===== src/design/xcot_pkg.sv =====
// ----------------------------------------------------------------------------
// xcot_pkg: shared types and constants for the XOR cursor overlay tracker
// Transaction structs, event codes, register indexes and the arrow mask.
// ----------------------------------------------------------------------------
package xcot_pkg;

    // Configuration register indexes
    localparam logic [1:0] CFG_FRAME_WIDTH   = 2'd0;
    localparam logic [1:0] CFG_FRAME_HEIGHT  = 2'd1;
    localparam logic [1:0] CFG_CURSOR_ENABLE = 2'd2;

    // Item types
    localparam logic CMD_EVENT = 1'b0;
    localparam logic CMD_PIXEL = 1'b1;

    // Event kinds
    localparam logic [1:0] EV_SYNC  = 2'd0;
    localparam logic [1:0] EV_KEY   = 2'd1;
    localparam logic [1:0] EV_REL   = 2'd2;
    localparam logic [1:0] EV_OTHER = 2'd3;

    // Event codes
    localparam logic [1:0] KEY_LEFT   = 2'd0;
    localparam logic [1:0] KEY_RIGHT  = 2'd1;
    localparam logic [1:0] KEY_MIDDLE = 2'd2;
    localparam logic [1:0] REL_X      = 2'd0;
    localparam logic [1:0] REL_Y      = 2'd1;

    // Sizes and reset values
    localparam int unsigned CURSOR_COLS = 16;
    localparam int unsigned CURSOR_ROWS = 16;
    localparam logic [12:0] SIZE_MAX_PIX     = 13'd4096;
    localparam logic [12:0] FRAME_WIDTH_RST  = 13'd800;
    localparam logic [12:0] FRAME_HEIGHT_RST = 13'd600;
    localparam logic [11:0] CUR_COL_RST      = 12'd400;
    localparam logic [11:0] CUR_ROW_RST      = 12'd300;
    localparam logic [23:0] ACC_MAX          = 24'h7F_FFFF;
    localparam logic [23:0] ACC_MIN          = 24'h80_0000;
    localparam logic [15:0] PIX_INVERT       = 16'hFFFF;

    typedef struct packed {
        logic               cmd;
        logic [1:0]         ev_kind;
        logic [1:0]         ev_code;
        logic signed [15:0] ev_value;
        logic [11:0]        pix_x;
        logic [11:0]        pix_y;
        logic [15:0]        pix_in;
    } t_in_item;

    typedef struct packed {
        logic [15:0] pix_out;
        logic [11:0] pos_x;
        logic [11:0] pos_y;
        logic [2:0]  buttons;
    } t_out_item;

    typedef struct packed {
        logic [11:0] col;
        logic [11:0] row;
    } t_cursor;

    typedef struct packed {
        t_cursor    pos;
        logic [2:0] buttons;
    } t_track;

    // Frame size as used for clamping: zero acts as one, capped at 4096
    function automatic logic [12:0] eff_size(input logic [12:0] v);
        logic [12:0] r;
        if (v == 13'd0) begin
            r = 13'd1;
        end else if (v > SIZE_MAX_PIX) begin
            r = SIZE_MAX_PIX;
        end else begin
            r = v;
        end
        return r;
    endfunction

    // 16x16 arrow, MSB is the leftmost column
    function automatic logic [15:0] arrow_row(input logic [3:0] r);
        logic [15:0] m;
        case (r)
            4'd0:    m = 16'h8000;
            4'd1:    m = 16'hC000;
            4'd2:    m = 16'hE000;
            4'd3:    m = 16'hF000;
            4'd4:    m = 16'hF800;
            4'd5:    m = 16'hFC00;
            4'd6:    m = 16'hFE00;
            4'd7:    m = 16'hFF00;
            4'd8:    m = 16'hF800;
            4'd9:    m = 16'hCC00;
            4'd10:   m = 16'h8600;
            4'd11:   m = 16'h0600;
            4'd12:   m = 16'h0300;
            4'd13:   m = 16'h0300;
            4'd14:   m = 16'h0180;
            4'd15:   m = 16'h0180;
            default: m = 16'h0000;
        endcase
        return m;
    endfunction

endpackage


===== src/design/xcot_state.sv =====
// ----------------------------------------------------------------------------
// xcot_state: cursor, accumulator and button state
// Applies one event per step: button updates, saturating motion accumulation
// and the clamped cursor move on sync.
// ----------------------------------------------------------------------------
module xcot_state
    import xcot_pkg::*;
(
    input  logic        i_clk,
    input  logic        i_rst_n,
    input  logic        i_step,
    input  t_in_item    i_item,
    input  logic [12:0] i_width_eff,
    input  logic [12:0] i_height_eff,
    output t_cursor     o_cur,
    output t_track      o_next
);

    logic [11:0] r_col, n_col;
    logic [11:0] r_row, n_row;
    logic [23:0] r_acc_dx, n_acc_dx;
    logic [23:0] r_acc_dy, n_acc_dy;
    logic [2:0]  r_buttons, n_buttons;

    logic        w_is_event;
    logic        w_move;
    logic [23:0] w_acc_sel;
    logic [24:0] w_acc_sum;
    logic [23:0] w_acc_sat;
    logic [25:0] w_col_sum;
    logic [25:0] w_row_sum;
    logic [11:0] w_col_clamp;
    logic [11:0] w_row_clamp;

    assign w_is_event = i_step && (i_item.cmd == CMD_EVENT);
    assign w_move     = w_is_event && (i_item.ev_kind == EV_SYNC)
                        && ((r_acc_dx != 24'd0) || (r_acc_dy != 24'd0));

    // Saturating add of the motion amount into the selected accumulator
    assign w_acc_sel = (i_item.ev_code == REL_Y) ? r_acc_dy : r_acc_dx;
    assign w_acc_sum = {w_acc_sel[23], w_acc_sel}
                       + {{9{i_item.ev_value[15]}}, i_item.ev_value};
    always_comb begin
        if (!w_acc_sum[24] && w_acc_sum[23]) begin
            w_acc_sat = ACC_MAX;
        end else if (w_acc_sum[24] && !w_acc_sum[23]) begin
            w_acc_sat = ACC_MIN;
        end else begin
            w_acc_sat = w_acc_sum[23:0];
        end
    end

    // Cursor move, clamped to the effective frame
    assign w_col_sum = {14'd0, r_col} + {{2{r_acc_dx[23]}}, r_acc_dx};
    assign w_row_sum = {14'd0, r_row} + {{2{r_acc_dy[23]}}, r_acc_dy};

    always_comb begin
        if (w_col_sum[25]) begin
            w_col_clamp = 12'd0;
        end else if (w_col_sum[24:0] >= {12'd0, i_width_eff}) begin
            w_col_clamp = 12'(i_width_eff - 13'd1);
        end else begin
            w_col_clamp = w_col_sum[11:0];
        end
        if (w_row_sum[25]) begin
            w_row_clamp = 12'd0;
        end else if (w_row_sum[24:0] >= {12'd0, i_height_eff}) begin
            w_row_clamp = 12'(i_height_eff - 13'd1);
        end else begin
            w_row_clamp = w_row_sum[11:0];
        end
    end

    // Next-state selection
    always_comb begin
        n_col     = r_col;
        n_row     = r_row;
        n_acc_dx  = r_acc_dx;
        n_acc_dy  = r_acc_dy;
        n_buttons = r_buttons;
        if (w_is_event) begin
            case (i_item.ev_kind)
                EV_KEY: begin
                    if (i_item.ev_code <= KEY_MIDDLE) begin
                        n_buttons[i_item.ev_code] = (i_item.ev_value != 16'sd0);
                    end
                end
                EV_REL: begin
                    if (i_item.ev_code == REL_X) begin
                        n_acc_dx = w_acc_sat;
                    end else if (i_item.ev_code == REL_Y) begin
                        n_acc_dy = w_acc_sat;
                    end
                end
                EV_SYNC: begin
                    if (w_move) begin
                        n_col    = w_col_clamp;
                        n_row    = w_row_clamp;
                        n_acc_dx = 24'd0;
                        n_acc_dy = 24'd0;
                    end
                end
                default: begin
                end
            endcase
        end
    end

    always_ff @(posedge i_clk) begin
        if (!i_rst_n) begin
            r_col     <= CUR_COL_RST;
            r_row     <= CUR_ROW_RST;
            r_acc_dx  <= 24'd0;
            r_acc_dy  <= 24'd0;
            r_buttons <= 3'd0;
        end else begin
            r_col     <= n_col;
            r_row     <= n_row;
            r_acc_dx  <= n_acc_dx;
            r_acc_dy  <= n_acc_dy;
            r_buttons <= n_buttons;
        end
    end

    assign o_cur.col      = r_col;
    assign o_cur.row      = r_row;
    assign o_next.pos.col = n_col;
    assign o_next.pos.row = n_row;
    assign o_next.buttons = n_buttons;

    // A move always empties both accumulators
    a_move_clears: assert property (@(posedge i_clk) disable iff (!i_rst_n)
        w_move |=> (r_acc_dx == 24'd0) && (r_acc_dy == 24'd0))
        else $error("accumulators not cleared after move");

    // A move lands inside the frame
    a_move_in_frame: assert property (@(posedge i_clk) disable iff (!i_rst_n)
        w_move |=> ({1'b0, r_col} < i_width_eff) && ({1'b0, r_row} < i_height_eff))
        else $error("cursor outside frame after move");

    // Pixels leave the tracked state alone
    a_pixel_no_state: assert property (@(posedge i_clk) disable iff (!i_rst_n)
        (i_step && (i_item.cmd == CMD_PIXEL)) |=>
            $stable(r_col) && $stable(r_row) && $stable(r_buttons)
            && $stable(r_acc_dx) && $stable(r_acc_dy))
        else $error("pixel transaction changed state");

endmodule


===== src/design/xcot_overlay.sv =====
// ----------------------------------------------------------------------------
// xcot_overlay: arrow mask hit test and pixel inversion
// Inverts a pixel inside the frame where the arrow at the cursor covers it, when enabled.
// ----------------------------------------------------------------------------
module xcot_overlay
    import xcot_pkg::*;
(
    input  t_in_item    i_item,
    input  t_cursor     i_cur,
    input  logic        i_enable,
    input  logic [12:0] i_width_eff,
    input  logic [12:0] i_height_eff,
    output logic [15:0] o_pix
);

    logic        w_in_frame;
    logic [12:0] w_dc;
    logic [12:0] w_dr;
    logic        w_in_box;
    logic [15:0] w_row_mask;
    logic        w_hit;

    assign w_in_frame = ({1'b0, i_item.pix_x} < i_width_eff)
                        && ({1'b0, i_item.pix_y} < i_height_eff);

    // Offset from the cursor anchor; the box is 0..15 in both directions
    assign w_dc     = {1'b0, i_item.pix_x} - {1'b0, i_cur.col};
    assign w_dr     = {1'b0, i_item.pix_y} - {1'b0, i_cur.row};
    assign w_in_box = (w_dc[12:4] == 9'd0) && (w_dr[12:4] == 9'd0);

    assign w_row_mask = arrow_row(w_dr[3:0]);
    assign w_hit = (i_item.cmd == CMD_PIXEL) && i_enable && w_in_frame && w_in_box
                   && w_row_mask[4'd15 - w_dc[3:0]];

    assign o_pix = w_hit ? (i_item.pix_in ^ PIX_INVERT) : i_item.pix_in;

endmodule


===== src/design/xor_cursor_overlay_tracker.sv =====
// ----------------------------------------------------------------------------
// xor_cursor_overlay_tracker: input event tracker with XOR cursor overlay
// Stages: input register and result register; state updates between them.
// Throughput: one transaction per cycle unless the result side stalls.
// Reset (synchronous, active low): cursor 400,300, accumulators and buttons
// cleared, frame 800x600, cursor shown, pipeline emptied.
// ----------------------------------------------------------------------------
module xor_cursor_overlay_tracker
    import xcot_pkg::*;
(
    input  logic        i_clk,
    input  logic        i_rst_n,
    // input channel
    input  logic        i_in_valid,
    output logic        o_in_stall,
    input  t_in_item    i_in_data,
    // result channel
    output logic        o_out_valid,
    input  logic        i_out_stall,
    output t_out_item   o_out_data,
    // configuration
    input  logic        i_cfg_we,
    input  logic [1:0]  i_cfg_idx,
    input  logic [12:0] i_cfg_data
);

    logic [12:0] r_frame_width;
    logic [12:0] r_frame_height;
    logic        r_cursor_enable;
    logic        r_in_valid;
    t_in_item    r_in_item;
    logic        r_out_valid;
    t_out_item   r_out_item;

    logic        w_advance;
    logic        w_step;
    logic [12:0] w_width_eff;
    logic [12:0] w_height_eff;
    t_cursor     w_cur;
    t_track      w_next;
    logic [15:0] w_pix;

    // Configuration registers
    always_ff @(posedge i_clk) begin
        if (!i_rst_n) begin
            r_frame_width   <= FRAME_WIDTH_RST;
            r_frame_height  <= FRAME_HEIGHT_RST;
            r_cursor_enable <= 1'b1;
        end else if (i_cfg_we) begin
            case (i_cfg_idx)
                CFG_FRAME_WIDTH:   r_frame_width   <= i_cfg_data;
                CFG_FRAME_HEIGHT:  r_frame_height  <= i_cfg_data;
                CFG_CURSOR_ENABLE: r_cursor_enable <= i_cfg_data[0];
                default: begin
                end
            endcase
        end
    end

    assign w_width_eff  = eff_size(r_frame_width);
    assign w_height_eff = eff_size(r_frame_height);

    // Pipeline flow control
    assign w_advance  = !r_out_valid || !i_out_stall;
    assign w_step     = r_in_valid && w_advance;
    assign o_in_stall = r_in_valid && !w_advance;

    // Input register
    always_ff @(posedge i_clk) begin
        if (!i_rst_n) begin
            r_in_valid <= 1'b0;
        end else if (!o_in_stall) begin
            r_in_valid <= i_in_valid;
        end
    end

    always_ff @(posedge i_clk) begin
        if (i_in_valid && !o_in_stall) begin
            r_in_item <= i_in_data;
        end
    end

    xcot_state u_state (
        .i_clk        (i_clk),
        .i_rst_n      (i_rst_n),
        .i_step       (w_step),
        .i_item       (r_in_item),
        .i_width_eff  (w_width_eff),
        .i_height_eff (w_height_eff),
        .o_cur        (w_cur),
        .o_next       (w_next)
    );

    xcot_overlay u_overlay (
        .i_item       (r_in_item),
        .i_cur        (w_cur),
        .i_enable     (r_cursor_enable),
        .i_width_eff  (w_width_eff),
        .i_height_eff (w_height_eff),
        .o_pix        (w_pix)
    );

    // Result register
    always_ff @(posedge i_clk) begin
        if (!i_rst_n) begin
            r_out_valid <= 1'b0;
        end else if (w_advance) begin
            r_out_valid <= r_in_valid;
        end
    end

    always_ff @(posedge i_clk) begin
        if (w_step) begin
            r_out_item.pix_out <= w_pix;
            r_out_item.pos_x   <= w_next.pos.col;
            r_out_item.pos_y   <= w_next.pos.row;
            r_out_item.buttons <= w_next.buttons;
        end
    end

    assign o_out_valid = r_out_valid;
    assign o_out_data  = r_out_item;

    // Reset empties the result stage
    a_reset_empty: assert property (@(posedge i_clk)
        !i_rst_n |=> !r_out_valid)
        else $error("result valid after reset");

    // Input side only stalls while holding a transaction
    a_stall_held: assert property (@(posedge i_clk) disable iff (!i_rst_n)
        o_in_stall |-> r_in_valid)
        else $error("input stalled with empty input register");

    // A processed transaction always reaches the result register
    a_step_lands: assert property (@(posedge i_clk) disable iff (!i_rst_n)
        w_step |=> r_out_valid)
        else $error("transaction lost between stages");

endmodule

===== config.mk =====
export PLATFORM = sky130hd
export DESIGN_NAME = xor_cursor_overlay_tracker
export DESIGN_NICKNAME = d
export VERILOG_FILES = /design/src/design/xcot_pkg.sv /design/src/design/xcot_state.sv /design/src/design/xcot_overlay.sv /design/src/design/xor_cursor_overlay_tracker.sv
export SDC_FILE = /design/constraint.sdc
export NUM_CORES = 1
export LEC_CHECK = 0
export BUFFER_PORTS_ARGS = -buffer_cell sky130_fd_sc_hd__buf_2
export CORE_ASPECT_RATIO = 0.8
export CORE_UTILIZATION = 25
export DETAILED_ROUTE_END_ITERATION = 10
export GPL_ROUTABILITY_DRIVEN = 0
export GPL_TIMING_DRIVEN = 0
export SKIP_CTS_REPAIR_TIMING = 1
export SYNTH_ARGS = -nofsm -noshare
export SYNTH_HDL_FRONTEND = slang
export SYNTH_SLANG_ARGS = --single-unit
export TNS_END_PERCENT = 5

===== constraint.sdc =====
create_clock -name i_clk -period 4.96 [get_ports i_clk]
set_input_delay 0.248 -clock i_clk [delete_from_list [all_inputs] [get_ports i_clk]]
set_output_delay 0.248 -clock i_clk [all_outputs]
set_load 0.05 [all_outputs]

# Yosys cells after proc, flatten, opt, wreduce, memory -nomap -nowiden
# Memory sizes are Yosys's and may differ from the RTL's.
# Cells that the tools add are included.
[word_totals] reg_bits=208 rom_bits=144 out_inout_bits=45 elab_cells=122 n_memories=1
[classes] n_addsub=8 magnitude_cmp=10 eq_ne=9 mux=32 bitwise_logic=2 n_reduce_logical=39
[mem_list] memory="(no name shown)" words=16 word_bits=9 rd=1 rd_clocked_by_memory_dff=0 wr=0 line_no="xcot_pkg.sv:84" text="case (r)"
[op_table] operator="2-to-1 mux 24 bit" count=7
[op_table] operator="2-to-1 mux 12 bit" count=10
[op_table] operator="case mux 24 bit (2 select lines)" count=2
[op_table] operator="2-to-1 mux 13 bit" count=4
[op_table] operator="adder 13 x 24 -> 25 bit" count=2
[op_table] operator=">= comparator 25 x 13 -> 1 bit" count=2
[op_table] operator="nonzero test 24 bit" count=2
[op_table] operator="greater-than comparator 13 bit (second input constant)" count=2
[op_table] operator="zero test 13 bit" count=2
[op_table] operator="< comparator 12 x 13 -> 1 bit" count=2
[op_table] operator="subtractor 12 x 12 -> 13 bit" count=2
[op_table] operator="adder 24 x 16 -> 25 bit" count=1
[op_table] operator="subtractor 12 x 1 -> 12 bit (second input constant)" count=2
[op_table] operator="zero test 9 bit" count=2
[op_table] operator="2-to-1 mux 16 bit" count=1
[op_table] operator="NOT 16 bit" count=1
[op_table] operator="nonzero test 16 bit" count=1
[op_table] operator="logical AND 1 bit" count=15
[op_table] operator="2-to-1 mux 3 bit" count=3
[op_table] operator="equality test 2 x 1 -> 1 bit (second input constant)" count=3
[op_table] operator="zero test 1 bit" count=6
[op_table] operator="zero test 2 bit" count=3
[op_table] operator="!= test 2 x 1 -> 1 bit (second input constant)" count=3
[op_table] operator="AND reduction 2 bit" count=3
[op_table] operator="16 further kinds" count=19

# Logic depth before layout (Yosys ltp)
[logic_depth] ltp_word=10 ltp_mapped=20

# Modules after synthesis
# From an unflattened synthesis, not the netlist that was laid out.
[unflattened] cells_unflattened=1617 hier_area_um2=14490.1
[modules_own_cells] mod="xcot_state" instances=1 cells_per_inst=1034 area_per_inst_um2=7823.8
[modules_own_cells] mod="xor_cursor_overlay_tracker" instances=1 cells_per_inst=267 area_per_inst_um2=4425.5
[modules_own_cells] mod="xcot_overlay" instances=1 cells_per_inst=316 area_per_inst_um2=2240.9

# Least setup slack after synthesis
# Ideal clock, no wire load.
[synth_path] path_type="register -> register" from="register r_out_valid (netlist: o_out_valid)" to="register u_state.r_acc_dy[21]" t_arrival_ps=4489 setup_slack_ps=349 stages_incl_launch_ff=7 path_buffers=0 synth_period_minus_slack_ps=4611 cell_sequence="dfxtp_1 a21boi_1 nand2b_1 a211oi_1 a21boi_1 nor2_1 a221o_1"
[synth_via] elab_chain_len=8
[synth_rtl] item="start, declared" line_no="xor_cursor_overlay_tracker.sv:32" text="logic r_out_valid;"
[synth_rtl] item="start signal, assigned" line_no="xor_cursor_overlay_tracker.sv:108" text="r_out_valid <= r_in_valid;"
[synth_rtl] item="zero test 1 bit *" line_no="xor_cursor_overlay_tracker.sv:64" text="assign w_advance = !r_out_valid || !i_out_stall;"
[synth_rtl] item="logical OR 1 bit *" line_no="xor_cursor_overlay_tracker.sv:64"
[synth_rtl] item="logical AND 1 bit *" line_no="xor_cursor_overlay_tracker.sv:65" text="assign w_step = r_in_valid && w_advance;"
[synth_rtl] item="net u_state.i_step" line_no="xcot_state.sv:11" text="input logic i_step,"
[synth_rtl] item="logical AND 1 bit *" line_no="xcot_state.sv:35" text="assign w_is_event = i_step && (i_item.cmd == CMD_EVENT);"
[synth_rtl] item="logical AND 1 bit" line_no="xcot_state.sv:36" text="assign w_move = w_is_event && (i_item.ev_kind == EV_SYNC)"
[synth_rtl] item="logical AND 1 bit" line_no="xcot_state.sv:37" text="&& ((r_acc_dx != 24'd0) || (r_acc_dy != 24'd0));"
[synth_rtl] item="!= test 2 x 1 -> 1 bit (no line)"
[synth_rtl] item="AND reduction 5 bit (no line) *"
[synth_rtl] item="end signal, assigned" line_no="xcot_state.sv:120" text="r_acc_dy <= n_acc_dy;"
[synth_rtl] item="end, declared" line_no="xcot_state.sv:22" text="logic [23:0] r_acc_dy, n_acc_dy;"
# The timed path passes the listed nets; every way through them passes the cells marked *.
# A chain may end at the register's enable or synchronous reset.

# Worst setup path in the final report
[layout_path] from="register u_state.r_acc_dx[0]" to="register r_out_item, in the netlist o_out_data[16] (data pin)"
[layout_via] elab_chain_len=7
[layout_rtl] item="start, declared" line_no="xcot_state.sv:21" text="logic [23:0] r_acc_dx, n_acc_dx;"
[layout_rtl] item="start signal, assigned" line_no="xcot_state.sv:119" text="r_acc_dx <= n_acc_dx;"
[layout_rtl] item="adder 13 x 24 -> 25 bit" line_no="xcot_state.sv:54" text="assign w_col_sum = {14'd0, r_col} + {{2{r_acc_dx[23]}}, r_acc_dx};"
[layout_rtl] item=">= comparator 25 x 13 -> 1 bit" line_no="xcot_state.sv:60" text="end else if (w_col_sum[24:0] >= {12'd0, i_width_eff}) begin"
[layout_rtl] item="2-to-1 mux 12 bit" line_no="xcot_state.sv:60"
[layout_rtl] item="2-to-1 mux 12 bit" line_no="xcot_state.sv:58" text="if (w_col_sum[25]) begin"
[layout_rtl] item="2-to-1 mux 12 bit *" line_no="xcot_state.sv:96" text="if (w_move) begin"
[layout_rtl] item="2-to-1 mux 12 bit *" line_no="xcot_state.sv:82" text="case (i_item.ev_kind)"
[layout_rtl] item="2-to-1 mux 12 bit *" line_no="xcot_state.sv:81" text="if (w_is_event) begin"
[layout_rtl] item="net u_state.n_col[1]" line_no="xcot_state.sv:19" text="logic [11:0] r_col, n_col;"
[layout_rtl] item="end, declared" line_no="xor_cursor_overlay_tracker.sv:33" text="t_out_item r_out_item;"
# Marked as above.

==> impl_metrics.tcl <==
set metrics [dict create \
    synthCells 1509 \
    leakage_nw 6.932 \
    synth_edf_count 104 \
    ys_warn_count 0 \
    die_h_um 213.4 \
    startpoint_type "register" \
    pin_count 126 \
    drive_gt1_share_pct 16.08 \
    synth_top_area_cell "edfxtp_1" \
    preCtsSetupSlack_ps -260.3 \
    worst_slew_pin_slew_ps 1029 \
    drv_cap 0 \
    firstDrtPassIters 6 \
    die_w_um 266.3 \
    overflow 0 \
    cts_buffers 23 \
    synth_cell_type_count 88 \
    violations "hold timing" \
    synth_fp_nets 1720 \
    fmax_mhz 203.4 \
    required_ps 5220 \
    dp.cells 2387 \
    path_clk_slew_ps 60 \
    synthAdderAreaFrac_pct 11.91 \
    clock_path_buffers 3 \
    vias 12940 \
    dp_hpwl_mm 36.34 \
    grt_max_degree 30 \
    worstHoldStart "i_cfg_data[9]" \
    ys_seq_area_share_pct 37.26 \
    first_global_vias 11680 \
    hp-class "in2reg" \
    stdcell_count 2504 \
    root_buffer "clkbuf_16" \
    hold_violations 1 \
    yosys.area_share.xor_xnor_pct 4.819 \
    antenna_cells 0 \
    syn_area_um2 13970 \
    synthToLayoutAreaGrowth_pct 23.24 \
    slew_headroom_pct 31.02 \
    cp-end-kind "register" \
    synth-main-ff-cell "edfxtp_1" \
    drc 0 \
    core_um2 55200 \
    cp_max_fo 10 \
    synthTopCellsByCount "nand2_1 (179), ha_1 (125), a21oi_1 (108), dfxtp_1 (104), edfxtp_1 (104)" \
    startpoint "u_state.r_acc_dx[0]$_SDFFE_PN0P_" \
    whs_ps -1.463 \
    grt_pass1_wl_mm 67.70 \
    peakVddDrop_mv 0.2316 \
    clkSinkCount 208 \
    post_drt_wl_per_cell_um 18.55 \
    synth_top_family_by_area "compound AO/OA/AOI/OAI gates" \
    yosysMostFrequentCell "nand2_1" \
    period_needed_ps 4916 \
    ys_ff_latch 208 \
    initial_utilization_pct 25.30 \
    power.density_nw_per_um2 261.8 \
    wirelength_mm 46.46 \
    layout_setup_ws_ps 43.55 \
    cp_data_arrival_time_ps 5180 \
    htreeDepth 1 \
    outcome "complete, but fails checks" \
    portBuffers 125 \
    track_usage_pct 15.35 \
    postSynthAreaPerCell_um2 9.257 \
    path_class "reg2reg" \
    synthSimpleGateAreaFrac_pct 17.40 \
    grt_setup_unrepaired "yes" \
    grt_antenna_before_repair 0 \
    post-route-period-util_pct 99.12 \
    layout.nets 1948 \
    worstSkewPairLatency_ps 550 \
    synth_compound_gate_area_share_pct 20.51 \
    setup_violations 0 \
    synth-async-reset-ratio_pct 0 \
    num_rows 77 \
    timing.rr.start "u_state.r_acc_dx[0]$_SDFFE_PN0P_" \
    viasPerCell 5.168 \
    drv_slew 0 \
    drtIter0Drc 1243 \
    synth.area.top_cells "edfxtp_1 (22%), dfxtp_1 (15%), ha_1 (11%), nand2_1 (4.8%), a21oi_1 (3.9%)" \
    cts_tree "yes" \
    fp.dieArea_um2 56830 \
    clock_skew_ps 20.26 \
    fin_setup_tns_ps 0 \
    synthMuxAreaShare_pct 4.443 \
    synth_top_area_share_pct 22.36 \
    postRouteAntennaNets 0 \
]
## through the flow
step,area [um2],total power [mW],util [%],hold slack [ps]
6_report,17220,4.506,31.18,-1.463
5_1_grt,17220,4.666,31.18,4.648
4_1_cts,16350,4.436,29.61,-152.0
2_1_floorplan,13970,2.484,-,346.9
3_3_place_gp,15530,2.708,28.14,424.3
3_5_place_dp,15610,2.723,28.28,426.8
## power breakdown
group          total [mW]  internal (mW)  switching, mW
Clock                1.72          0.963          0.755
Sequential           1.93           1.87         0.0581
Combinational       0.855          0.355          0.501
Total                4.51           3.19           1.31
## routing by layer
layer  track usage (%)  up-vias  part of all wire, %
met3             3.698       74                  8.6
met2             22.84      530                   42
met4             3.488        0                  2.0
met1             22.18     6198                   47
met5                 0        -                    0
li1                  -     6139                    -
## final timing paths
check	slack, ps	end	cells after the start
worst max-delay path	40	o_out_data[16]$_DFFE_PP_	19
worst min register to register	490	u_state.r_row[6]$_SDFF_PN0_	2
worst max register to register	40	o_out_data[16]$_DFFE_PP_	19
worst min-delay path	-1	r_frame_width[9]$_SDFFE_PN1P_	3
## placed cells by master (no fill, tap or decap), drive strengths merged, types with 10 or more instances in the layout
| cell type | n |
|---|---|
| a221o | 18 |
| dlygate4sd3 | 72 |
| a22o | 14 |
| xnor2 | 33 |
| inv | 69 |
| nand4 | 20 |
| buf | 148 |
| dfxtp | 104 |
| ha | 125 |
| mux2i | 26 |
| nor3 | 27 |
| nand3 | 46 |
| and3 | 25 |
| clkinv | 10 |
| a211oi | 22 |
| xor2 | 43 |
| nand2b | 23 |
| nor2b | 15 |
| edfxtp | 104 |
| mux2 | 32 |
| o21ai | 102 |
| o21a | 12 |
| a31oi | 10 |
| o211ai | 18 |
| nor2 | 79 |
| a21oi | 108 |
| clkbuf | 67 |
| o221a | 14 |
| nand2 | 179 |
| a21o | 20 |
| nor4 | 24 |
## flip-flops by register name, summed over array words and instances, names as in the netlist
signal / flops
r_in_valid: 1
u_state.r_col: 12
r_in_item: 61
o_out_data: 43
u_state.r_acc_dy: 24
u_state.r_buttons: 3
r_cursor_enable: 1
o_out_valid: 1
u_state.r_row: 12
r_frame_width: 13
u_state.r_acc_dx: 24
r_frame_height: 13
## cell type report
class                           count  area, um2
Sequential cell                   208       5214
Clock inverter                     16      147.6
Multi-Input combinational cell   1175       8379
Buffer                             57      257.7
Timing Repair Buffer              204       1436
Clock buffer                       26      586.8
Fill cell                        5688      37990
Tap cell                          750      938.4
Inverter                           68      255.2
## worst max-delay path: stages (launching register included)
cell and delay (ps):
dfxtp_2 400, ha_1 190, inv_1 50, fa_1 400, nor2b_1 170, o31a_1 240, o2111ai_1 120, nand2_1 150
a31oi_1 160, xnor2_1 170, ha_1 210, a221oi_1 300, o21a_1 220, o311ai_0 130, or4_4 520, a2111oi_4 360
nand4_2 190, buf_6 220, mux2i_1 150, a22o_1 280
## kinds of logic after synthesis
family | Yosys count
muxes | 58
xor gates and xnor gates | 76
buffers and inverters | 126
adders and majority gates | 130
AOI/OAI and AO/OA | 423
and+or+nand+nor | 488
DFF | 208
No activity file was read; power rests on OpenSTA's default activity.
